--- config.mk ---
export PLATFORM = sky130hd
export DESIGN_NAME = i2c_master_transfer_sequencer
export DESIGN_NICKNAME = d
export VERILOG_FILES = /design/src/rtl/i2cms_pkg.sv /design/src/rtl/i2cms_front.sv /design/src/rtl/i2cms_queue.sv /design/src/rtl/i2cms_back.sv /design/src/rtl/i2c_master_transfer_sequencer.sv
export SDC_FILE = /design/constraint.sdc
export NUM_CORES = 1
export LEC_CHECK = 0
export ABC_AREA = 1
export BUFFER_PORTS_ARGS = -buffer_cell sky130_fd_sc_hd__buf_2
export CAP_MARGIN = 10
export CORE_MARGIN = 2
export CORE_UTILIZATION = 30
export CTS_CLUSTER_DIAMETER = 200
export DETAILED_ROUTE_END_ITERATION = 16
export PLACE_DENSITY_LB_ADDON = 0.08
export SYNTH_ARGS = -nofsm -noshare
export SYNTH_HDL_FRONTEND = slang
export SYNTH_SLANG_ARGS = --single-unit
--- constraint.sdc ---
create_clock -name i_clk -period 5.2 [get_ports i_clk]
set_input_delay 0 -clock i_clk [delete_from_list [all_inputs] [get_ports i_clk]]
set_output_delay 0 -clock i_clk [all_outputs]
set_load 0.05 [all_outputs]
--- src/rtl/i2cms_pkg.sv ---
// shared types and constants for the i2c master transfer sequencer
package i2cms_pkg;

    // action codes carried in the input tuser
    localparam logic [1:0] ACT_START_WR = 2'd0;
    localparam logic [1:0] ACT_START_RD = 2'd1;
    localparam logic [1:0] ACT_EVENT    = 2'd2;
    localparam logic [1:0] ACT_ERROR    = 2'd3;

    // highest error kind that is reported
    localparam logic [2:0] ERR_KIND_MAX = 3'd4;

    // status flag bit positions
    localparam int F_SB     = 0;
    localparam int F_ADDR   = 1;
    localparam int F_BTF    = 2;
    localparam int F_STOPF  = 3;
    localparam int F_TXE    = 4;
    localparam int F_RXNE   = 5;
    localparam int F_MASTER = 6;
    localparam int F_TRA    = 7;

    // notify bit positions
    localparam int N_STOP   = 0;
    localparam int N_TXDONE = 1;
    localparam int N_RXDONE = 2;
    localparam int N_SLVREQ = 3;
    localparam int N_SLVRCV = 4;

    localparam int QUEUE_DEPTH = 2;
    localparam int QUEUE_AW    = $clog2(QUEUE_DEPTH);

    typedef enum logic [1:0] {
        ST_READY = 2'd0,
        ST_TX    = 2'd1,
        ST_RX    = 2'd2
    } t_state;

    typedef enum logic [2:0] {
        OP_START_WR,
        OP_START_RD,
        OP_EVENT,
        OP_ERROR,
        OP_NOP
    } t_op;

    typedef struct packed {
        t_op        op;
        logic [6:0] tgt_addr;
        logic [7:0] length;
        logic       hold_bus;
        logic [7:0] status_flags;
        logic [7:0] tx_byte;
        logic [7:0] rx_byte;
        logic [2:0] error_kind;
    } t_item;

    typedef struct packed {
        logic       dr_write;
        logic [7:0] dr_value;
        logic       rx_store;
        logic [7:0] rx_index;
        logic       start_request;
        logic       stop_request;
        logic       ack_level;
        logic [1:0] busy_state;
        logic [4:0] notify_mask;
        logic [2:0] error_notice;
    } t_result;

endpackage

--- src/rtl/i2cms_front.sv ---
// front end: accepts input words and classifies them into queue entries
module i2cms_front
    import i2cms_pkg::*;
(
    input  logic        s_axis_tvalid,
    output logic        s_axis_tready,
    input  logic [47:0] s_axis_tdata,   // tgt_addr, length, hold_bus,
                                        // status_flags, tx_byte, rx_byte, error_kind
    input  logic [1:0]  s_axis_tuser,   // action
    input  logic        i_q_full,
    output logic        o_push,
    output t_item       o_item
);

    always_comb begin
        o_item.tgt_addr       = s_axis_tdata[6:0];
        o_item.length         = s_axis_tdata[14:7];
        o_item.hold_bus       = s_axis_tdata[15];
        o_item.status_flags   = s_axis_tdata[23:16];
        o_item.tx_byte        = s_axis_tdata[31:24];
        o_item.rx_byte        = s_axis_tdata[39:32];
        o_item.error_kind     = s_axis_tdata[42:40];
        unique case (s_axis_tuser)
            ACT_START_WR: o_item.op = OP_START_WR;
            ACT_START_RD: o_item.op = OP_START_RD;
            ACT_EVENT:    o_item.op = OP_EVENT;
            ACT_ERROR: begin
                // unknown error kinds become a no-op word
                o_item.op = (s_axis_tdata[42:40] <= ERR_KIND_MAX) ? OP_ERROR : OP_NOP;
            end
            default:      o_item.op = OP_NOP;
        endcase
    end

    assign s_axis_tready = !i_q_full;
    assign o_push        = s_axis_tvalid && !i_q_full;

endmodule

--- src/rtl/i2cms_queue.sv ---
// short queue between the front end and the execute stage
module i2cms_queue
    import i2cms_pkg::*;
(
    input  logic  i_clk,
    input  logic  i_rst_n,
    input  logic  i_push,
    input  t_item i_item,
    output logic  o_full,
    output logic  o_valid,
    input  logic  i_pop,
    output t_item o_item
);

    t_item                  r_mem [QUEUE_DEPTH];
    logic [QUEUE_AW-1:0]    r_wr_ptr, n_wr_ptr;
    logic [QUEUE_AW-1:0]    r_rd_ptr, n_rd_ptr;
    logic [QUEUE_AW:0]      r_count,  n_count;

    assign o_full  = (r_count == (QUEUE_AW+1)'(QUEUE_DEPTH));
    assign o_valid = (r_count != '0);
    assign o_item  = r_mem[r_rd_ptr];

    always_comb begin
        n_wr_ptr = i_push ? r_wr_ptr + 1'b1 : r_wr_ptr;
        n_rd_ptr = i_pop  ? r_rd_ptr + 1'b1 : r_rd_ptr;
        n_count  = r_count;
        if (i_push && !i_pop) begin
            n_count = r_count + 1'b1;
        end else if (!i_push && i_pop) begin
            n_count = r_count - 1'b1;
        end
    end

    always_ff @(posedge i_clk) begin
        if (!i_rst_n) begin
            r_wr_ptr <= '0;
            r_rd_ptr <= '0;
            r_count  <= '0;
        end else begin
            r_wr_ptr <= n_wr_ptr;
            r_rd_ptr <= n_rd_ptr;
            r_count  <= n_count;
        end
    end

    always_ff @(posedge i_clk) begin
        if (i_push) begin
            r_mem[r_wr_ptr] <= i_item;
        end
    end

endmodule

--- src/rtl/i2cms_back.sv ---
// execute stage: transfer state, flag handling and the registered result word
module i2cms_back
    import i2cms_pkg::*;
(
    input  logic        i_clk,
    input  logic        i_rst_n,
    input  logic        i_q_valid,
    input  t_item       i_item,
    output logic        o_pop,
    input  logic        i_cfg_valid,
    input  logic        i_cfg_data,
    output logic        m_axis_tvalid,
    input  logic        m_axis_tready,
    output t_result     o_result
);

    t_state     r_state,    n_state;
    logic [7:0] r_idx,      n_idx;
    logic [7:0] r_len,      n_len;
    logic [6:0] r_addr,     n_addr;
    logic       r_keep,     n_keep;
    logic       r_evt_en,   n_evt_en;
    logic       r_buf_en,   n_buf_en;
    logic       r_err_en,   n_err_en;
    logic       r_ack,      n_ack;
    logic       r_ack_en;
    logic       r_out_valid;
    t_result    r_result,   n_result;

    logic       w_master;
    logic       w_tra;
    logic [7:0] w_fl;

    assign o_pop         = i_q_valid && (!r_out_valid || m_axis_tready);
    assign m_axis_tvalid = r_out_valid;
    assign o_result      = r_result;

    assign w_fl     = i_item.status_flags;
    assign w_master = w_fl[F_MASTER];
    assign w_tra    = w_fl[F_TRA];

    always_comb begin
        n_state  = r_state;
        n_idx    = r_idx;
        n_len    = r_len;
        n_addr   = r_addr;
        n_keep   = r_keep;
        n_evt_en = r_evt_en;
        n_buf_en = r_buf_en;
        n_err_en = r_err_en;
        n_ack    = r_ack;
        n_result = '0;

        if (o_pop) begin
            unique case (i_item.op)
                OP_START_WR, OP_START_RD: begin
                    if (r_state == ST_READY) begin
                        n_addr   = i_item.tgt_addr;
                        n_len    = i_item.length;
                        n_keep   = i_item.hold_bus;
                        n_idx    = '0;
                        n_state  = (i_item.op == OP_START_RD) ? ST_RX : ST_TX;
                        n_evt_en = 1'b1;
                        n_buf_en = 1'b1;
                        n_err_en = 1'b1;
                        n_result.start_request = 1'b1;
                    end
                end
                OP_EVENT: begin
                    if (r_evt_en) begin
                        if (w_fl[F_SB] && r_state != ST_READY) begin
                            n_result.dr_write = 1'b1;
                            n_result.dr_value = {r_addr, (r_state == ST_RX)};
                        end
                        if (w_fl[F_ADDR] && w_master && r_state == ST_RX && r_len == 8'd1) begin
                            n_ack = 1'b0;
                        end
                        // write done once the last byte has shifted out
                        if (w_fl[F_BTF] && w_fl[F_TXE] && r_state == ST_TX && r_idx >= r_len) begin
                            n_result.stop_request         = !r_keep;
                            n_buf_en                      = 1'b0;
                            n_evt_en                      = 1'b0;
                            n_state                       = ST_READY;
                            n_idx                         = '0;
                            n_result.notify_mask[N_TXDONE] = 1'b1;
                        end
                        if (w_fl[F_STOPF]) begin
                            n_result.notify_mask[N_STOP] = 1'b1;
                        end
                        if (w_fl[F_TXE] && r_buf_en) begin
                            if (w_master) begin
                                if (n_state == ST_TX && n_idx < r_len) begin
                                    n_result.dr_write = 1'b1;
                                    n_result.dr_value = i_item.tx_byte;
                                    n_idx             = n_idx + 8'd1;
                                end
                            end else if (w_tra) begin
                                n_result.notify_mask[N_SLVREQ] = 1'b1;
                            end
                        end
                        if (w_fl[F_RXNE] && r_buf_en) begin
                            if (w_master) begin
                                if (n_state == ST_RX && n_idx < r_len) begin
                                    // nack goes out with the last byte
                                    if (r_len > 8'd1 && (r_len - 8'd2) == n_idx) begin
                                        n_ack = 1'b0;
                                    end
                                    n_result.rx_store = 1'b1;
                                    n_result.rx_index = n_idx;
                                    n_idx             = n_idx + 8'd1;
                                    if (n_idx >= r_len) begin
                                        n_result.stop_request          = !r_keep;
                                        n_buf_en                       = 1'b0;
                                        n_evt_en                       = 1'b0;
                                        n_state                        = ST_READY;
                                        n_idx                          = '0;
                                        n_result.notify_mask[N_RXDONE] = 1'b1;
                                        if (r_ack_en) begin
                                            n_ack = 1'b1;
                                        end
                                    end
                                end
                            end else if (!w_tra) begin
                                n_result.notify_mask[N_SLVRCV] = 1'b1;
                            end
                        end
                    end
                end
                OP_ERROR: begin
                    if (r_err_en) begin
                        n_buf_en              = 1'b0;
                        n_evt_en              = 1'b0;
                        n_state               = ST_READY;
                        n_idx                 = '0;
                        n_result.stop_request = 1'b1;
                        n_result.error_notice = i_item.error_kind + 3'd1;
                    end
                end
                OP_NOP: begin
                end
                default: begin
                end
            endcase
        end

        n_result.ack_level  = n_ack;
        n_result.busy_state = n_state;
    end

    always_ff @(posedge i_clk) begin
        if (!i_rst_n) begin
            r_state     <= ST_READY;
            r_idx       <= '0;
            r_len       <= '0;
            r_addr      <= '0;
            r_keep      <= 1'b0;
            r_evt_en    <= 1'b0;
            r_buf_en    <= 1'b0;
            r_err_en    <= 1'b0;
            r_ack       <= 1'b1;
            r_ack_en    <= 1'b1;
            r_out_valid <= 1'b0;
        end else begin
            r_state  <= n_state;
            r_idx    <= n_idx;
            r_len    <= n_len;
            r_addr   <= n_addr;
            r_keep   <= n_keep;
            r_evt_en <= n_evt_en;
            r_buf_en <= n_buf_en;
            r_err_en <= n_err_en;
            if (i_cfg_valid) begin
                r_ack_en <= i_cfg_data;
                r_ack    <= i_cfg_data;
            end else begin
                r_ack <= n_ack;
            end
            if (o_pop) begin
                r_out_valid <= 1'b1;
            end else if (m_axis_tready) begin
                r_out_valid <= 1'b0;
            end
        end
    end

    always_ff @(posedge i_clk) begin
        if (o_pop) begin
            r_result <= n_result;
        end
    end

endmodule

--- src/rtl/i2c_master_transfer_sequencer.sv ---
// top level of the i2c master transfer sequencer
// Sequences one interrupt-driven I2C master write or read: start words latch the
// transfer, status event words walk the controller flags (SB, ADDR, BTF, STOPF,
// TXE, RXNE) and error words of a known kind request STOP and report the error.
// Every accepted input word gives exactly one result word. A word passes the
// classifying front end into a two-entry queue, is executed from the queue head
// into the registered output word, and one word per cycle is sustained while the
// output is not stalled. The ack_enabled register is written through i_cfg_valid/
// i_cfg_data; the user must write it only while idle, the block does not enforce it.
module i2c_master_transfer_sequencer
    import i2cms_pkg::*;
(
    input  logic        i_clk,
    input  logic        i_rst_n,
    input  logic        i_cfg_valid,
    output logic        o_cfg_ready,
    input  logic        i_cfg_data,      // ack_enabled
    input  logic        s_axis_tvalid,
    output logic        s_axis_tready,
    input  logic [47:0] s_axis_tdata,    // tgt_addr, length, hold_bus,
                                         // status_flags, tx_byte, rx_byte, error_kind
    input  logic [1:0]  s_axis_tuser,    // action
    output logic        m_axis_tvalid,
    input  logic        m_axis_tready,
    output logic [31:0] m_axis_tdata     // dr_write, dr_value, rx_store, rx_index,
                                         // start_request, stop_request, ack_level,
                                         // busy_state, notify_mask, error_notice
);

    logic    w_push;
    logic    w_full;
    logic    w_q_valid;
    logic    w_pop;
    t_item   w_in_item;
    t_item   w_q_item;
    t_result w_result;

    assign o_cfg_ready = 1'b1;

    i2cms_front u_front (
        .s_axis_tvalid (s_axis_tvalid),
        .s_axis_tready (s_axis_tready),
        .s_axis_tdata  (s_axis_tdata),
        .s_axis_tuser  (s_axis_tuser),
        .i_q_full      (w_full),
        .o_push        (w_push),
        .o_item        (w_in_item)
    );

    i2cms_queue u_queue (
        .i_clk   (i_clk),
        .i_rst_n (i_rst_n),
        .i_push  (w_push),
        .i_item  (w_in_item),
        .o_full  (w_full),
        .o_valid (w_q_valid),
        .i_pop   (w_pop),
        .o_item  (w_q_item)
    );

    i2cms_back u_back (
        .i_clk         (i_clk),
        .i_rst_n       (i_rst_n),
        .i_q_valid     (w_q_valid),
        .i_item        (w_q_item),
        .o_pop         (w_pop),
        .i_cfg_valid   (i_cfg_valid),
        .i_cfg_data    (i_cfg_data),
        .m_axis_tvalid (m_axis_tvalid),
        .m_axis_tready (m_axis_tready),
        .o_result      (w_result)
    );

    assign m_axis_tdata = {1'b0,
                           w_result.error_notice,
                           w_result.notify_mask,
                           w_result.busy_state,
                           w_result.ack_level,
                           w_result.stop_request,
                           w_result.start_request,
                           w_result.rx_index,
                           w_result.rx_store,
                           w_result.dr_value,
                           w_result.dr_write};

endmodule

==> flow_metrics.env, run 1 <==
export IMPL_power_uw=5170
export IMPL_grt_pass1_vias=5729
export IMPL_insertion_delay_ns=0.43
export IMPL_async_flop_share=0
export IMPL_netlist_area_um2=7030
export IMPL_startpoint_type="flop"
export IMPL_ir_drop_uv=238
export IMPL_dieHeight_um=157
export IMPL_htreeDepth=4
export IMPL_maxCapViolations=0
export IMPL_maxClockFrequency_ghz=0.203
export IMPL_synth_cells=721
export IMPL_worstPathRequired_ns=5.54
export IMPL_grt_max_degree=40
export IMPL_area_growth_pct=38.2
export IMPL_powerDensity_nw_per_um2=533
export IMPL_post_route_period_util=0.947
export IMPL_synth_seq_cells=144
export IMPL_p_leak_uw=0.00403
export IMPL_via_count=5691
export IMPL_cts_root_buffer="clkbuf_16"
export IMPL_hold_end="u_back.r_len[1]$_SDFFE_PN0P_"
export IMPL_crit_top_cell="nand2_4"
export IMPL_rsz0062_at_grt="yes"
export IMPL_path_max_fanout=4
export IMPL_die_area_um2=24700
export IMPL_pre_cts_slack_ns=-0.112
export IMPL_slowest_stage="dfxtp_2"
export IMPL_hp_start="i_rst_n"
export IMPL_cts_made_buffers=17
export IMPL_synth_top_area_cell="edfxtp_1"
export IMPL_wl_per_cell_um=15.3
export IMPL_final_cell_mix="nand2_1 (135), edfxtp_1 (107), buf_2 (75)"
export IMPL_nNetsFinal=1008
export IMPL_synth_warnings=0
export IMPL_worstSetupPathType="flop to flop"
export IMPL_synth_edf_count=107
export IMPL_grt_util_all_layers=0.163
export IMPL_grt_first_pass_wirelength_mm=30.5
export IMPL_row_count=56
export IMPL_end_kind="flop"
export IMPL_rr_worst_depth=35
export IMPL_clock_path_buffers=2
export IMPL_final_setup_worst_slack_ns=0.275
export IMPL_cts_tree="built"
export IMPL_syn_nets=813
export IMPL_die_w_um=157
export IMPL_wl_mm=19.1
export IMPL_io_pins=91
export IMPL_final_common_cell="nand2_1"
export IMPL_crit_arrival_ns=5.26
export IMPL_diodes=0
export IMPL_io_buffer_count=75
export IMPL_final_max_slew_violation_count=0
export IMPL_antenna_found_initial=0
export IMPL_first_pass_iters=5
export IMPL_place_congestion=0.822
export IMPL_synthTopCellsByArea="edfxtp_1 (46%), dfxtp_1 (11%), nand2_1 (7.8%)"
export IMPL_r2r_end="u_back.r_idx[5]$_SDFFE_PN0P_"
export IMPL_core_um2=23300
export IMPL_tns_ns=0
export IMPL_fin_skew_ns=0.0179
export IMPL_drt_initial_drc_count=197
export IMPL_overflow=0
export IMPL_timing_final_crit_period_ns=4.92
export IMPL_layout_drive_gt1_share=0.308
export IMPL_r2r_start="u_back.r_len[4]$_SDFFE_PN0P_"
export IMPL_dp_hpwl_mm=13.4
export IMPL_start_util=0.302
export IMPL_status="finished clean"
export IMPL_hold_path_depth=3
export IMPL_max_slew_worst_pin_slew_ns=1.10
export IMPL_clk_pin_slew_worst_paths_ns=0.06
export IMPL_seq_area_frac_synth=0.563
export IMPL_synth_cell_types=53
export IMPL_synth_top_area_frac=0.457
export IMPL_hp_class="primary input to flop"
export IMPL_syn_avg_cell_area_um2=9.75
export IMPL_synthFlopType="edfxtp_1"
export IMPL_max_slew_margin=0.265
export IMPL_critPathMaxStageDelay_ns=0.35
export IMPL_finalHoldViolCount=0
export IMPL_avgViaCountPerCell=4.56
export IMPL_cts_num_sinks=144
export IMPL_final_antenna_net_count=0
export IMPL_regToRegSetupSlack_ns=0.28
export IMPL_drc_errors=0
export IMPL_setup_viol=0
-- report_power, final --
| group | leakage (µW) | switching [µW] | internal, µW |
|---|---|---|---|
| Clock | 0.000295 | 503 | 744 |
| Sequential | 0.00132 | 113 | 1570 |
| Combinational | 0.00241 | 1510 | 732 |
-- timing repair --
action,4_1_cts,5_1_grt
hold buffers,43,0
resized for setup,6,78
buffers inserted,0,8
pin swaps,1,37
setup endpoints to repair,10,24
endpoints found under the hold margin,79,0
-- how the worst max path moves through the flow --
stage | startpoint | end | slack [ns] | depth (start not counted)
global placement | flop | u_back.r_idx[2]$_SDFFE_PN0P_ | 0.003 | 30
floorplan | u_back.r_len[3]$_SDFFE_PN0P_ | u_back.r_idx[4]$_SDFFE_PN0P_ | 0.26 | 37
finish | u_back.r_len[4]$_SDFFE_PN0P_ | u_back.r_idx[5]$_SDFFE_PN0P_ | 0.28 | 35
detailed placement | u_back.r_len[3]$_SDFFE_PN0P_ | u_back.r_idx[2]$_SDFFE_PN0P_ | -0.11 | 32
global route | u_back.r_len[4]$_SDFFE_PN0P_ | u_back.r_idx[0]$_SDFFE_PN0P_ | -0.09 | 33
CTS | u_back.r_len[3]$_SDFFE_PN0P_ | u_back.r_idx[2]$_SDFFE_PN0P_ | -0.03 | 32
-- cells by family after synthesis --
kind of cell,count (synthesis),share of synthesized area
DFF,144,0.563
adders and majority gates,36,0.0641
muxes,2,0.00285
other,2,0.00107
xor gates and xnor gates,9,0.0123
and+or+nand+nor,305,0.195
AOI/OAI and AO/OA,121,0.103
buffers and inverters,102,0.0593
-- flip-flops by register name, summed over array words and instances, names as in the netlist, named ones only --
name                  flops
u_back.r_evt_en           1
u_back.o_result          31
u_back.r_state            2
u_back.r_addr             7
u_back.m_axis_tvalid      1
u_back.r_keep             1
u_queue.r_wr_ptr          1
u_back.r_idx              8
u_queue.r_count           2
u_back.r_ack              1
u_back.r_buf_en           1
u_back.r_len              8
u_back.r_ack_en           1
u_back.r_err_en           1
u_queue.r_mem            76
u_queue.r_rd_ptr          1
-- metrics by stage --
stage	hold WS, ns	utilization	instance area, µm²	std cells
after floorplan	0.0989	-	7030	721
after global placement	0.187	0.355	8250	1165
after detailed placement	0.191	0.355	8250	1165
after CTS	0.0440	0.400	9310	1240
after global routing	0.0652	0.417	9710	1248
final	0.0379	0.417	9710	1248
-- area by class of cell --
cell class              instances  area (µm²)
inverters                      85         344
repair buffers                193        1380
flip-flops and latches        144        3970
clock buffers                  20         457
well taps                     319         399
multi-input cells             475        3010
fillers                      2343       13600
clock inverters                12         148
-- synth_stat cells (4+ instances only) --
cell type  number
inv_1          78
nand4_1        10
dfxtp_1        37
o211ai_1        5
ha_1           36
nand3_1        23
o21a_1          5
nand2_4         6
a21oi_1        30
edfxtp_1      107
nor2_1         84
xor2_1          7
nor3_1          4
nand2_1       146
nand3b_1        4
o21ai_1         8
a31oi_1        17
clkbuf_1       12
nand2_2         9
or2_2           4
o21ai_0        39
-- worst max-delay path: cells and delay by family, from the launching register on --
kind / cells / cell delay, ns
flip-flops: 1 / 0.35
adder cells (fa/ha/maj): 4 / 0.99
XOR/XNOR: 1 / 0.15
buffers and inverters: 6 / 0.53
AND/OR/NAND/NOR: 15 / 1.35
AO/OA/AOI/OAI: 9 / 1.47
-- layer usage --
layer / vias up / track usage / wire (µm) / part of all wire
li1: 2842 / - / - / -
met1: 2734 / 0.209 / 8890 / 0.46
met2: 96 / 0.279 / 9460 / 0.49
met3: 19 / 0.0300 / 512 / 0.027
met4: 0 / 0.0528 / 277 / 0.014
met5: - / 0 / 0 / 0
No activity file was read; power rests on OpenSTA's default activity.
==> run 2, diff against run 1 <==
==> constraint.sdc (replaced) <==
create_clock -name i_clk -period 5.2 [get_ports i_clk]
set_input_delay 0.26 -clock i_clk [delete_from_list [all_inputs] [get_ports i_clk]]
set_output_delay 0.26 -clock i_clk [all_outputs]
set_load 0.05 [all_outputs]
==> run 2 against run 1 <==
  * Sequential share of layout area increased by 1.4 points
  * Hold slack got worse by 0.013 ns
  * Clock-buffer cell count increased by 4
  * Critical endpoint is now u_back.o_result[10]$_DFFE_PP_
  * Setup slack improved by 0.0081 ns
  * Sequential power about the same
  * Cell area decreased by 3.3%
  * Critical path type unchanged
  * Sequential cell count unchanged
  * Non-clock buffer count decreased by 34
==> flow_metrics.env, run 2 (synthesis gave the netlist of run 1 again) <==
export IMPL_status="finished clean"
export IMPL_place_congestion=0.827
export IMPL_first_pass_iters=6
export IMPL_io_buffer_count=75
export IMPL_start_util=0.302
export IMPL_hold_end="u_queue.r_mem[0][37]$_DFFE_PP_"
export IMPL_slowest_stage="dfxtp_2"
export IMPL_grt_pass1_vias=5292
export IMPL_hold_path_depth=1
export IMPL_path_max_fanout=4
export IMPL_final_antenna_net_count=0
export IMPL_final_setup_worst_slack_ns=0.283
export IMPL_r2r_end="u_back.o_result[10]$_DFFE_PP_"
export IMPL_io_pins=91
export IMPL_die_area_um2=24700
export IMPL_critPathMaxStageDelay_ns=0.35
export IMPL_fin_skew_ns=0.0200
export IMPL_area_growth_pct=33.6
export IMPL_cts_root_buffer="clkbuf_16"
export IMPL_max_slew_worst_pin_slew_ns=0.922
export IMPL_antenna_found_initial=1
export IMPL_rsz0062_at_grt="yes"
export IMPL_worstSetupPathType="flop to flop"
export IMPL_via_count=5469
export IMPL_clock_path_buffers=2
export IMPL_avgViaCountPerCell=4.50
export IMPL_largest_reg_flops=76
export IMPL_layout_drive_gt1_share=0.340
export IMPL_die_w_um=157
export IMPL_drc_errors=0
export IMPL_fin_util=0.404
export IMPL_dp_hpwl_mm=13.0
export IMPL_row_count=56
export IMPL_cts_tree="built"
export IMPL_crit_top_cell="nand2_4"
export IMPL_holdWs_ns=0.0247
export IMPL_post_route_period_util=0.946
export IMPL_cts_made_buffers=17
export IMPL_grt_first_pass_wirelength_mm=28.6
export IMPL_ir_drop_uv=284
export IMPL_clk_pin_slew_worst_paths_ns=0.07
export IMPL_largest_register="u_queue.r_mem"
export IMPL_hp_class="primary input to flop"
export IMPL_maxClockFrequency_ghz=0.203
export IMPL_crit_arrival_ns=5.08
export IMPL_insertion_delay_ns=0.42
export IMPL_nNetsFinal=974
export IMPL_htreeDepth=4
export IMPL_overflow=0
export IMPL_startpoint_type="flop"
export IMPL_pre_cts_slack_ns=-0.0845
export IMPL_grt_util_all_layers=0.155
export IMPL_worstPathRequired_ns=5.37
export IMPL_drt_initial_drc_count=262
export IMPL_r2r_start="u_back.r_len[4]$_SDFFE_PN0P_"
export IMPL_hp_start="s_axis_tdata[1]"
export IMPL_wl_per_cell_um=15.2
export IMPL_tns_ns=0
export IMPL_final_common_cell="nand2_1"
export IMPL_end_kind="flop"
export IMPL_final_cell_mix="nand2_1 (129), edfxtp_1 (107), buf_4 (76)"
export IMPL_core_um2=23300
export IMPL_grt_max_degree=40
export IMPL_rr_worst_depth=36
export IMPL_cts_num_sinks=144
export IMPL_timing_final_crit_period_ns=4.92
export IMPL_p_leak_uw=0.00387
export IMPL_wl_mm=18.5
export IMPL_final_max_slew_violation_count=0
export IMPL_setup_viol=0
export IMPL_powerDensity_nw_per_um2=541
export IMPL_finalHoldViolCount=0
export IMPL_regToRegSetupSlack_ns=0.28
export IMPL_max_slew_margin=0.383
export IMPL_dieHeight_um=157
export IMPL_maxCapViolations=0
==> run 2: cell types whose count changed in the layout (fill, tap and decap cells not counted), sizes merged <==
cell and delta:
inv -2, diode +1, dlygate4sd3 -42, clkbuf +4, buf +8, bufinv -2
clkinvlp -1, clkinv +1
==> run 2: report_power, final <==
part           total, µW  switching, µW  internal [µW]  leakage [µW]
sequential          1680            113           1570       0.00132
combinational       2230           1500            725       0.00227
clock               1170            475            696      0.000284
==> run 2: metal layers <==
layer  vias up  wire length [µm]  GRT usage
met4         0               314     0.0485
li1       2769                 -          -
met1      2574              8590      0.205
met5         -                 0          0
met3        19               589     0.0341
met2       107              9030      0.253
==> run 2: cell type report <==
type,count,area (µm²)
Timing Repair Buffer,159,1040
Tap cell,319,399
Clock buffer,24,515
Fill cell,2330,13900
Inverter,85,349
Antenna cell,1,2.50
Sequential cell,144,3960
Clock inverter,8,50.0
Multi-Input combinational cell,475,3070
==> run 2: what timing repair did <==
item,in CTS,in global routing
pin swaps,3,51
setup endpoints to repair,11,24
setup buffers,1,14
resized for setup,7,97
hold buffers,0,1
endpoints found under the hold margin,0,1
==> run 2: worst max-delay path, delay by kind of cell (launching register included) <==
family                     cells  cell delay [ns]
and+or+nand+nor               20             2.01
AOI/OAI and AO/OA              8             1.18
adders and majority gates      3             0.71
buffers and inverters          5             0.40
DFF                            1             0.35
==> run 2: metrics by stage <==
step,total power [µW],cell area [µm²],std cells
after global placement,3780,8260,1166
after floorplan,3090,7030,721
after global routing,5430,9390,1214
final,5080,9390,1215
after detailed placement,3780,8260,1166
after CTS,5000,8850,1199
==> run 2: worst max-delay path by stage <==
stage | to | start
finish | u_back.o_result[10]$_DFFE_PP_ | u_back.r_len[4]$_SDFFE_PN0P_
global route | u_back.o_result[10]$_DFFE_PP_ | u_back.r_idx[5]$_SDFFE_PN0P_
CTS | u_back.o_result[11]$_DFFE_PP_ | u_back.r_len[6]$_SDFFE_PN0P_
detailed placement | u_back.r_idx[1]$_SDFFE_PN0P_ | u_back.r_len[3]$_SDFFE_PN0P_
global placement | u_back.r_idx[1]$_SDFFE_PN0P_ | u_back.r_len[6]$_SDFFE_PN0P_
floorplan | u_back.r_idx[4]$_SDFFE_PN0P_ | u_back.r_len[3]$_SDFFE_PN0P_
==> run 3, diff against run 2 <==
--- a/config.mk
+++ b/config.mk
@@ -7,9 +7,8 @@
 export LEC_CHECK = 0
 export ABC_AREA = 1
 export BUFFER_PORTS_ARGS = -buffer_cell sky130_fd_sc_hd__buf_2
-export CAP_MARGIN = 10
 export CORE_MARGIN = 2
-export CORE_UTILIZATION = 30
+export CORE_UTILIZATION = 46
 export CTS_CLUSTER_DIAMETER = 200
 export DETAILED_ROUTE_END_ITERATION = 16
 export PLACE_DENSITY_LB_ADDON = 0.08
==> run 3 against run 2 <==
  * Non-clock buffer count fell by 16
  * Clock skew fell by 0.0022 ns
  * Combinational power is essentially flat
  * Register-to-register slack got worse by 0.02 ns
  * Utilization grew 19 points
  * Clock-buffer cell count decreased by 6
  * Setup slack worse by 0.023 ns
  * Sequential cell count unchanged
  * Fmax decreased by 0.47%
  * Critical path depth decreased by 2
  * Sequential share of layout area rose by 1.8 points
  * Clock power barely moved
  * Largest power group unchanged
==> flow_metrics.env, run 3 (synthesis gave the netlist of run 1 again) <==
export IMPL_p_leak_uw=0.00380
export IMPL_clock_path_buffers=2
export IMPL_io_buffer_count=75
export IMPL_first_pass_iters=5
export IMPL_r2r_end="u_back.r_idx[1]$_SDFFE_PN0P_"
export IMPL_endpoint="u_back.r_idx[1]$_SDFFE_PN0P_"
export IMPL_crit_arrival_ns=5.28
export IMPL_antenna_found_initial=0
export IMPL_startpoint="u_back.r_len[6]$_SDFFE_PN0P_"
export IMPL_path_max_fanout=5
export IMPL_rr_worst_depth=34
export IMPL_drt_initial_drc_count=266
export IMPL_clk_pin_slew_worst_paths_ns=0.06
export IMPL_avgViaCountPerCell=5.16
export IMPL_die_area_um2=16300
export IMPL_startpoint_type="flop"
export IMPL_tns_ns=0
export IMPL_cts_made_buffers=17
export IMPL_maxClockFrequency_ghz=0.202
export IMPL_core_um2=15100
export IMPL_fin_skew_ns=0.0178
export IMPL_insertion_delay_ns=0.43
export IMPL_ir_drop_uv=313
export IMPL_row_count=45
export IMPL_setup_viol=0
export IMPL_pre_cts_slack_ns=-0.138
export IMPL_crit_top_cell="o21a_1"
export IMPL_nNetsFinal=958
export IMPL_worstPathRequired_ns=5.54
export IMPL_timing_final_crit_period_ns=4.94
export IMPL_fin_util=0.597
export IMPL_cts_root_buffer="clkbuf_16"
export IMPL_r2r_start="u_back.r_len[6]$_SDFFE_PN0P_"
export IMPL_status="finished clean"
export IMPL_max_slew_margin=0.193
export IMPL_io_pins=91
export IMPL_htreeDepth=4
export IMPL_final_common_cell="nand2_1"
export IMPL_max_slew_worst_pin_slew_ns=1.21
export IMPL_dp_hpwl_mm=11.9
export IMPL_final_antenna_net_count=0
export IMPL_layout_drive_gt1_share=0.316
export IMPL_worstSetupPathType="flop to flop"
export IMPL_grt_pass1_vias=5421
export IMPL_regToRegSetupSlack_ns=0.26
export IMPL_largest_reg_flops=76
export IMPL_cts_tree="built"
export IMPL_slowest_stage="dfxtp_2"
export IMPL_wl_per_cell_um=16.0
export IMPL_final_cell_mix="nand2_1 (136), edfxtp_1 (107), buf_2 (75)"
export IMPL_end_kind="flop"
export IMPL_overflow=0
export IMPL_drc_errors=0
export IMPL_critPathMaxStageDelay_ns=0.32
export IMPL_cts_num_sinks=144
export IMPL_post_route_period_util=0.950
export IMPL_grt_max_degree=40
export IMPL_via_count=5503
export IMPL_hp_class="primary input to flop"
export IMPL_cts_hold_buf=0
export IMPL_final_max_slew_violation_count=0
export IMPL_powerDensity_nw_per_um2=565
export IMPL_grt_first_pass_wirelength_mm=26.9
export IMPL_start_util=0.466
export IMPL_finalHoldViolCount=0
export IMPL_dieHeight_um=128
export IMPL_wl_mm=17.0
export IMPL_die_w_um=128
export IMPL_maxCapViolations=0
export IMPL_final_setup_worst_slack_ns=0.260
export IMPL_area_growth_pct=28.2
export IMPL_largest_register="u_queue.r_mem"
export IMPL_place_congestion=0.880
export IMPL_diodes=0
export IMPL_grt_util_all_layers=0.217
run 3: cell count changes in the layout (fill, tap and decap cells not counted), moves of 4 or more:
| cell | before | now |
|---|---|---|
| inv_4 | 5 | 0 |
| inv_1 | 65 | 69 |
| inv_6 | 2 | 6 |
| buf_4 | 76 | 63 |
| nand2_4 | 12 | 8 |
| nand2_1 | 129 | 136 |
run 3: area by class of cell:
cell class	count	area, µm²
Tap cell	188	235
Timing Repair Buffer	143	913
Clock inverter	14	146
Multi-Input combinational cell	475	2980
Clock buffer	18	429
Fill cell	1299	6080
Sequential cell	144	3970
Inverter	85	342
run 3: worst min path at each step:
stage                                        startpoint                             end  slack, ns  depth (start not counted)
after detailed placement                s_axis_tdata[5]  u_queue.r_mem[0][41]$_DFFE_PP_       0.45                          1
after floorplan                        s_axis_tdata[40]   u_queue.r_mem[0][0]$_DFFE_PP_       0.36                          0
after global routing                    s_axis_tdata[6]  u_queue.r_mem[0][42]$_DFFE_PP_      0.007                          1
after CTS                               s_axis_tdata[3]  u_queue.r_mem[1][39]$_DFFE_PP_      0.007                          1
final                                  s_axis_tdata[18]  u_queue.r_mem[1][21]$_DFFE_PP_       0.02                          1
after global placement    u_queue.r_rd_ptr$_SDFFE_PN0P_   u_queue.r_rd_ptr$_SDFFE_PN0P_       0.44                          1
run 3: metrics by stage:
step	hold WS (ns)	area [µm²]	power (µW)	cells
finish	0.0217	9010	5090	1067
global route	0.00746	9010	5410	1067
CTS	0.00711	8620	4960	1058
detailed placement	0.451	8040	3730	1025
global placement	0.438	8040	3690	1025
floorplan	0.359	7030	3090	721
run 3: power breakdown:
part,switching (µW),total (µW),internal [µW]
registers,105,1680,1570
clock network,506,1180,676
logic,1510,2230,722
run 3: worst max-delay path, delay by kind of cell (launching register included):
family          cells  cell delay [ns]
fa+ha+maj           3             0.67
flops               1             0.32
compound gates     13             1.97
buf+inv             5             0.50
simple gates       13             1.40
run 3: repair_timing:
item                                    in CTS  in global routing
setup buffers                                1                  9
endpoints found under the hold margin        0                  0
pin swaps                                    1                 39
endpoints found under the setup margin      14                 24
resized for setup                            2                 74
run 3: metal layers:
layer / part of all wire / GRT usage
met1: 0.44 / 0.271
met2: 0.50 / 0.377
met3: 0.044 / 0.0523
met4: 0.017 / 0.0601
met5: 0 / 0
